`config.mk`:
```
export PLATFORM = sky130hd
export DESIGN_NAME = packed_index_unpacker
export DESIGN_NICKNAME = d
export VERILOG_FILES = /design/src/sv/pidx_pkg.sv /design/src/sv/packed_index_unpacker.sv /design/src/sv/pidx_word_stage.sv /design/src/sv/pidx_out_reg.sv
export SDC_FILE = /design/constraint.sdc
export NUM_CORES = 1
export LEC_CHECK = 0
export BUFFER_PORTS_ARGS = -buffer_cell sky130_fd_sc_hd__buf_2
export CAP_MARGIN = 0
export CELL_PAD_IN_SITES_DETAIL_PLACEMENT = 2
export CELL_PAD_IN_SITES_GLOBAL_PLACEMENT = 2
export CORE_ASPECT_RATIO = 0.8
export CORE_UTILIZATION = 33
export DETAILED_ROUTE_END_ITERATION = 12
export HOLD_SLACK_MARGIN = 0.05
export PLACE_DENSITY_LB_ADDON = 0.15
export SKIP_LAST_GASP = 1
export SYNTH_ARGS = -nofsm -noshare
export SYNTH_HDL_FRONTEND = slang
export SYNTH_SLANG_ARGS = --single-unit
```
`constraint.sdc`:
```
create_clock -name clk -period 4.53 [get_ports clk]
set_input_delay 0.6795 -clock clk [delete_from_list [all_inputs] [get_ports clk]]
set_output_delay 0.6795 -clock clk [all_outputs]
set_load 0.05 [all_outputs]
```
`src/sv/pidx_pkg.sv`:
```
// pidx_pkg: shared types, constants and helper functions for the packed index unpacker
// no dependencies

package pidx_pkg;

  localparam int unsigned WordBits     = 32;
  localparam int unsigned MaxWidth     = 16;
  localparam int unsigned CountBits    = 12;
  localparam int unsigned ValueBits    = 17;
  localparam int unsigned WidthBits    = 5;
  localparam int unsigned FieldCntBits = 6;

  localparam logic [CountBits-1:0] LayerLast = 12'hfff;
  localparam logic [WidthBits-1:0] WidthReset = 5'd4;

  // one result transaction
  typedef struct packed {
    logic [ValueBits-1:0] palette_value;
    logic [CountBits-1:0] position;
    logic                 last_in_word;
    logic                 last_in_layer;
  } pidx_result_t;

  // zero acts as width 1, anything above 16 saturates
  function automatic logic [WidthBits-1:0] eff_width(input logic [WidthBits-1:0] bpi);
    logic [WidthBits-1:0] w;
    begin
      w = bpi;
      if (bpi == '0) begin
        w = 5'd1;
      end else if (bpi > 5'd16) begin
        w = 5'd16;
      end
      return w;
    end
  endfunction

  // fields per 32-bit word, floor(32/w) for w in 1..16
  function automatic logic [FieldCntBits-1:0] fields_per_word(input logic [WidthBits-1:0] w);
    logic [FieldCntBits-1:0] n;
    begin
      unique case (w)
        5'd1:    n = 6'd32;
        5'd2:    n = 6'd16;
        5'd3:    n = 6'd10;
        5'd4:    n = 6'd8;
        5'd5:    n = 6'd6;
        5'd6:    n = 6'd5;
        5'd7:    n = 6'd4;
        5'd8:    n = 6'd4;
        5'd9:    n = 6'd3;
        5'd10:   n = 6'd3;
        5'd11:   n = 6'd2;
        5'd12:   n = 6'd2;
        5'd13:   n = 6'd2;
        5'd14:   n = 6'd2;
        5'd15:   n = 6'd2;
        5'd16:   n = 6'd2;
        default: n = 6'd32;
      endcase
      return n;
    end
  endfunction

  // x from u[11:8] in the low nibble, y from u[3:0] in the middle, z from u[7:4] on top
  function automatic logic [CountBits-1:0] permute_pos(input logic [CountBits-1:0] u);
    return {u[7:4], u[3:0], u[11:8]};
  endfunction

endpackage

```
`src/sv/packed_index_unpacker.sv`:
```
// packed_index_unpacker: top level, configuration register and the two stages
// depends on pidx_pkg, pidx_word_stage, pidx_out_reg

// Takes 32-bit storage words on the in_ channel and splits each into
// floor(32/width) palette indices, lowest bits first, where width is the
// cfg_bits_per_index register (reset 4; 0 acts as 1, above 16 acts as 16).
// Every index leaves on the out_ channel as one transaction: the index plus
// one, its permuted position x + 16*y + 256*z taken from a running 12-bit
// counter, and flags for the last index of the word and the 4096th index of
// the layer. The layer flag ends the word early: the remaining fields are
// dropped and the counter wraps for the next layer. The result channel moves
// one transaction per cycle while out_ready is high, so a word occupies the
// block for floor(32/width) results (32 at width 1, 2 at widths 11..16), fewer
// when a layer ends inside it; the single result path through the output
// register sets that rate. The next word is taken in the same cycle as the last
// field of the current one leaves the word stage, so a steady stream sees no
// gap between words. A word's fields pass the word register, then the result register.
// Write the register only while the block is idle; cfg_ready is always high.

module packed_index_unpacker (
  input  logic                                clk,
  input  logic                                rst_n,
  // configuration write
  input  logic                                cfg_valid,
  output logic                                cfg_ready,
  input  logic [pidx_pkg::WidthBits-1:0]      cfg_bits_per_index,
  // input words
  input  logic                                in_valid,
  output logic                                in_ready,
  input  logic [pidx_pkg::WordBits-1:0]       in_packed_word,
  // result indices
  output logic                                out_valid,
  input  logic                                out_ready,
  output logic [pidx_pkg::ValueBits-1:0]      out_palette_value,
  output logic [pidx_pkg::CountBits-1:0]      out_position,
  output logic                                out_last_in_word,
  output logic                                out_last_in_layer
);

  logic [pidx_pkg::WidthBits-1:0] bpi_r;
  logic [pidx_pkg::WidthBits-1:0] width;

  logic                   res_valid;
  logic                   res_ready;
  pidx_pkg::pidx_result_t res;
  pidx_pkg::pidx_result_t out_res;

  // register write is always taken
  assign cfg_ready = 1'b1;

  always_ff @(posedge clk) begin
    if (!rst_n) begin
      bpi_r <= pidx_pkg::WidthReset;
    end else if (cfg_valid) begin
      bpi_r <= cfg_bits_per_index;
    end
  end

  // clamped field width used by both the field count and the extraction
  assign width = pidx_pkg::eff_width(bpi_r);

  // word register: holds the current word, shifts one field out per result
  pidx_word_stage u_word (
    .clk       (clk),
    .rst_n     (rst_n),
    .width     (width),
    .in_valid  (in_valid),
    .in_ready  (in_ready),
    .in_word   (in_packed_word),
    .res_valid (res_valid),
    .res_ready (res_ready),
    .res       (res)
  );

  // result register: registers the result transaction; out_ready reaches the word stage combinationally
  pidx_out_reg u_out (
    .clk       (clk),
    .rst_n     (rst_n),
    .res_valid (res_valid),
    .res_ready (res_ready),
    .res       (res),
    .out_valid (out_valid),
    .out_ready (out_ready),
    .out_res   (out_res)
  );

  assign out_palette_value = out_res.palette_value;
  assign out_position      = out_res.position;
  assign out_last_in_word  = out_res.last_in_word;
  assign out_last_in_layer = out_res.last_in_layer;

endmodule

```
`src/sv/pidx_word_stage.sv`:
```
// pidx_word_stage: input word register, field counter and layer index counter
// depends on pidx_pkg

module pidx_word_stage (
  input  logic                                clk,
  input  logic                                rst_n,
  input  logic [pidx_pkg::WidthBits-1:0]      width,
  input  logic                                in_valid,
  output logic                                in_ready,
  input  logic [pidx_pkg::WordBits-1:0]       in_word,
  output logic                                res_valid,
  input  logic                                res_ready,
  output pidx_pkg::pidx_result_t              res
);

  logic [pidx_pkg::WordBits-1:0]     word_r, word_nxt;
  logic [pidx_pkg::FieldCntBits-1:0] left_r, left_nxt;
  logic [pidx_pkg::CountBits-1:0]    cnt_r, cnt_nxt;

  logic                              hold_valid;
  logic                              fire;
  logic                              layer_end;
  logic                              last;
  logic                              accept;
  logic [pidx_pkg::MaxWidth-1:0]     mask;
  logic [pidx_pkg::MaxWidth-1:0]     field;

  assign hold_valid = (left_r != '0);
  assign fire       = hold_valid && res_ready;
  assign layer_end  = (cnt_r == pidx_pkg::LayerLast);
  assign last       = layer_end || (left_r == 6'd1);
  assign in_ready   = !hold_valid || (fire && last);
  assign accept     = in_valid && in_ready;

  assign mask  = 16'hffff >> (5'd16 - width);
  assign field = word_r[pidx_pkg::MaxWidth-1:0] & mask;

  assign res_valid         = hold_valid;
  assign res.palette_value = {1'b0, field} + 17'd1;
  assign res.position      = pidx_pkg::permute_pos(cnt_r);
  assign res.last_in_word  = last;
  assign res.last_in_layer = layer_end;

  always_comb begin
    word_nxt = word_r;
    left_nxt = left_r;
    cnt_nxt  = cnt_r;
    if (fire) begin
      word_nxt = word_r >> width;
      left_nxt = last ? '0 : left_r - 6'd1;
      cnt_nxt  = cnt_r + 12'd1;
    end
    if (accept) begin
      word_nxt = in_word;
      left_nxt = pidx_pkg::fields_per_word(width);
    end
  end

  always_ff @(posedge clk) begin
    if (!rst_n) begin
      left_r <= '0;
      cnt_r  <= '0;
    end else begin
      left_r <= left_nxt;
      cnt_r  <= cnt_nxt;
    end
    word_r <= word_nxt;
  end

endmodule

```
`src/sv/pidx_out_reg.sv`:
```
// pidx_out_reg: registered result stage between the word stage and the out_ channel
// depends on pidx_pkg

module pidx_out_reg (
  input  logic                   clk,
  input  logic                   rst_n,
  input  logic                   res_valid,
  output logic                   res_ready,
  input  pidx_pkg::pidx_result_t res,
  output logic                   out_valid,
  input  logic                   out_ready,
  output pidx_pkg::pidx_result_t out_res
);

  logic                   valid_r;
  pidx_pkg::pidx_result_t data_r;

  assign res_ready = !valid_r || out_ready;
  assign out_valid = valid_r;
  assign out_res   = data_r;

  always_ff @(posedge clk) begin
    if (!rst_n) begin
      valid_r <= 1'b0;
    end else if (res_ready) begin
      valid_r <= res_valid;
    end
    if (res_ready && res_valid) begin
      data_r <= res;
    end
  end

endmodule

```
==> reports/results.ini <==
[critical_path]
crit_start=bpi_r[1]$_SDFFE_PN0P_
cp_cell_sequence=buf_4 > nand2b_1 > buf_4 > ha_1 > nor2_1 > a22oi_1 > nor2_1 > a21oi_1 > ha_1 > and3_1 > nand3_1 > or4b_2 > or4b_1 > mux2i_1
reg2reg_depth=14
worst_setup_path_end_kind=flip-flop
critPathCapture=u_out.out_res[28]$_DFFE_PP_
crit_family=simple AND/OR/NAND/NOR gates
cp.buffers_inverters=2
worst_path_largest_cell_delay_ps=710
required_ps=4650
cp.arrival_ps=4350
startpoint_type=flip-flop
rr_startpoint=bpi_r[1]$_SDFFE_PN0P_
critPathSlowestCell=or4b_2
worstPathMaxFanout=20
crit_type=flip-flop to flip-flop
r2r_end=u_out.out_res[28]$_DFFE_PP_
cp.depth=14
rrSetupSlack_ps=290

[logic_synthesis]
yosys.area.top_type=edfxtp_1
netlist.area_leader.share_pct=31.1
async_flop_share_pct=0
netlist_instances=684
synth.distinct_cells=74
avgSynthCellArea_um2=8.88
mappedNetlistNets=738
seq_area_frac_synth_pct=39.1
syn-cell-area_um2=6070
synth_flop_cell=edfxtp_1
synth_edf_count=63
ys_warn_count=0
synth_area_leaders=edfxtp_1 31%, dfxtp_1 7.9%, nor2_1 5.4%
ys_ff_latch=87

[sta]
slew_headroom_pct=27.9
tns_ps=0
max_freq_mhz=236
worst_slew_pin_slew_ps=1080
skew_ps=8.47
finalSetupViolCount=0
min_period_ps=4240
final_max_slew_viol_count=0
hold_viol_final=0
fin_crit_sh_pct=93.5
rsz0062_at_grt=no

[floorplan]
core_area_um2=17600
fp.dieH_um=123
ios=76
dieWidth_um=154
start_util_pct=34.4
dieArea_um2=19000
placementRows=43

[layout]
seq_area_um2=2370
drive_gt1_share_pct=18.8
syn2layout_area_growth_pct=15.1
antenna_cells=0
fillCellCount=2004
multi_input_area_um2=3430
layout.nets=794

[cts]
cts_buffers=9
cts.sinks=87
holdBufCountCts=0
cts-resized-gates=0
cts_buffer_depth=2
clock-root-buffer=clkbuf_16
cts_setup_buffers=0
clock_latency_ps=360
cts_tree=yes
cts_max_level=3
clk_pin_slew_ps=80

[drt]
routed_wl_mm=24.4
drc=0
dr_wl_met2_mm=11.6
vias_per_cell=6.09
dr_wl_met3_um=969
postRouteAntennaNets=0
drtIter0Drc=397
num_vias=5903
first_pass_iters=5
top_layer=met4
wl_per_cell_um=25.1
drt-met1-wl_mm=11.0

[flow_run]
maxCapViolations=0

[pwr]
total_power_mw=4.87
leakage_nw=2.71
vdd.ir_drop.worst_v=0.000203
power_density_nw_per_um2=696

[placed_design]
dp_hpwl_mm=17.7
io_buffers=74
gp_congestion=0.869

[global_routing]
grt_pass1_wl_mm=37.6
grt_pass1_vias=6430
overflow=0
antenna_found_initial=0
grt_usage_pct=26.5
grt_max_degree=44

[worst_hold_path]
hold_path.class=flip-flop to flip-flop

[status]
status=completed

-- metrics by stage --
step / setup WS, ps / cells / utilization (%) / instance area [um2] / hold WS, ps
after floorplan: 165 / 684 / - / 6070 / 450
after global placement: 554 / 954 / 37.9 / 6690 / 469
after detailed placement: 421 / 954 / 37.9 / 6690 / 504
after CTS: 328 / 970 / 39.6 / 6990 / 522
after global routing: 101 / 970 / 39.6 / 6990 / 537
final: 294 / 970 / 39.6 / 6990 / 524
-- power by group --
group / switching, mW / total (mW) / internal (mW)
Sequential: 0.376 / 1.70 / 1.32
Clock: 0.380 / 0.772 / 0.392
Combinational: 1.66 / 2.40 / 0.735
-- layer usage --
layer / global-route usage (%) / vias to the layer above
met3: 3.96 / 51
met4: 11.8 / 0
met5: 0 / -
met1: 33.7 / 2980
li1: - / 2693
met2: 45.0 / 179
-- worst register-to-register path, cell delays in order, from the launching register on --
cell      delay [ps]
dfxtp_1          330
buf_4            180
nand2b_1         120
buf_4            280
ha_1             420
nor2_1           110
a22oi_1          320
nor2_1            80
a21oi_1          170
ha_1             200
and3_1           250
nand3_1          130
or4b_2           710
or4b_1           550
mux2i_1          140
-- placed cells by master (no fill, tap or decap), drive strengths merged, types with 10 or more instances in the layout --
cell type,Yosys,layout
dfxtp,24,24
nand2b,10,10
a21oi,26,26
nor3,23,23
ha,12,12
o211ai,10,10
edfxtp,63,63
nor2,87,87
nand3,19,19
buf,17,93
inv,24,29
nand2,65,65
o21ai,27,27
nor2b,13,13
mux2,12,12
a221oi,13,13
mux2i,30,30
xnor2,12,12
-- synth_stat cells (all sizes together), types with 9 or more instances --
| cell type | number |
|---|---|
| o22ai | 9 |
| o211ai | 10 |
| mux2 | 12 |
| a21oi | 26 |
| nand3 | 19 |
| xnor2 | 12 |
| nand2 | 65 |
| o21ai | 27 |
| ha | 12 |
| clkbuf | 31 |
| xor2 | 9 |
| dfxtp | 24 |
| buf | 17 |
| mux2i | 30 |
| a31oi | 9 |
| nor2b | 13 |
| nor2 | 87 |
| a221oi | 13 |
| nand2b | 10 |
| nor3 | 23 |
| inv | 24 |
| edfxtp | 63 |
-- state kept, by name (all words and copies together), names as in the netlist --
| signal | cells |
|---|---|
| u_word.word_r | 32 |
| u_out.out_res | 31 |
| u_word.cnt_r | 12 |
| u_word.left_r | 6 |
| bpi_r | 5 |
| u_out.out_valid | 1 |
-- worst min-delay path by stage --
stage | start | to | depth (start not counted)
2_1_floorplan | u_word.cnt_r[10]$_SDFFE_PN0P_ | u_out.out_res[4]$_DFFE_PP_ | 0
3_3_place_gp | u_word.cnt_r[10]$_SDFFE_PN0P_ | u_out.out_res[4]$_DFFE_PP_ | 0
3_5_place_dp | u_word.cnt_r[10]$_SDFFE_PN0P_ | u_out.out_res[4]$_DFFE_PP_ | 0
4_1_cts | u_word.cnt_r[10]$_SDFFE_PN0P_ | u_out.out_res[4]$_DFFE_PP_ | 0
5_1_grt | u_word.cnt_r[10]$_SDFFE_PN0P_ | u_out.out_res[4]$_DFFE_PP_ | 0
6_report | u_word.cnt_r[11]$_SDFFE_PN0P_ | u_out.out_res[5]$_DFFE_PP_ | 0
-- layout make-up --
class / count / share of cell area, %
clock inverters: 7 / 1.06
inverters: 25 / 1.34
repair buffers: 93 / 7.34
multi-input cells: 524 / 49.1
flip-flops and latches: 87 / 33.9
clock buffers: 9 / 3.22
well taps: 225 / 4.03
-- logic make-up after synthesis --
group | count (synthesis) | synth area share [%]
buffers and inverters | 73 | 4.80
adders and majority gates | 12 | 2.47
AOI/OAI and AO/OA | 182 | 22.0
muxes | 43 | 7.54
other | 1 | 0.0617
DFF | 87 | 39.1
xor gates and xnor gates | 21 | 3.03
and+or+nand+nor | 265 | 21.1
(Power assumes the default switching activity.)
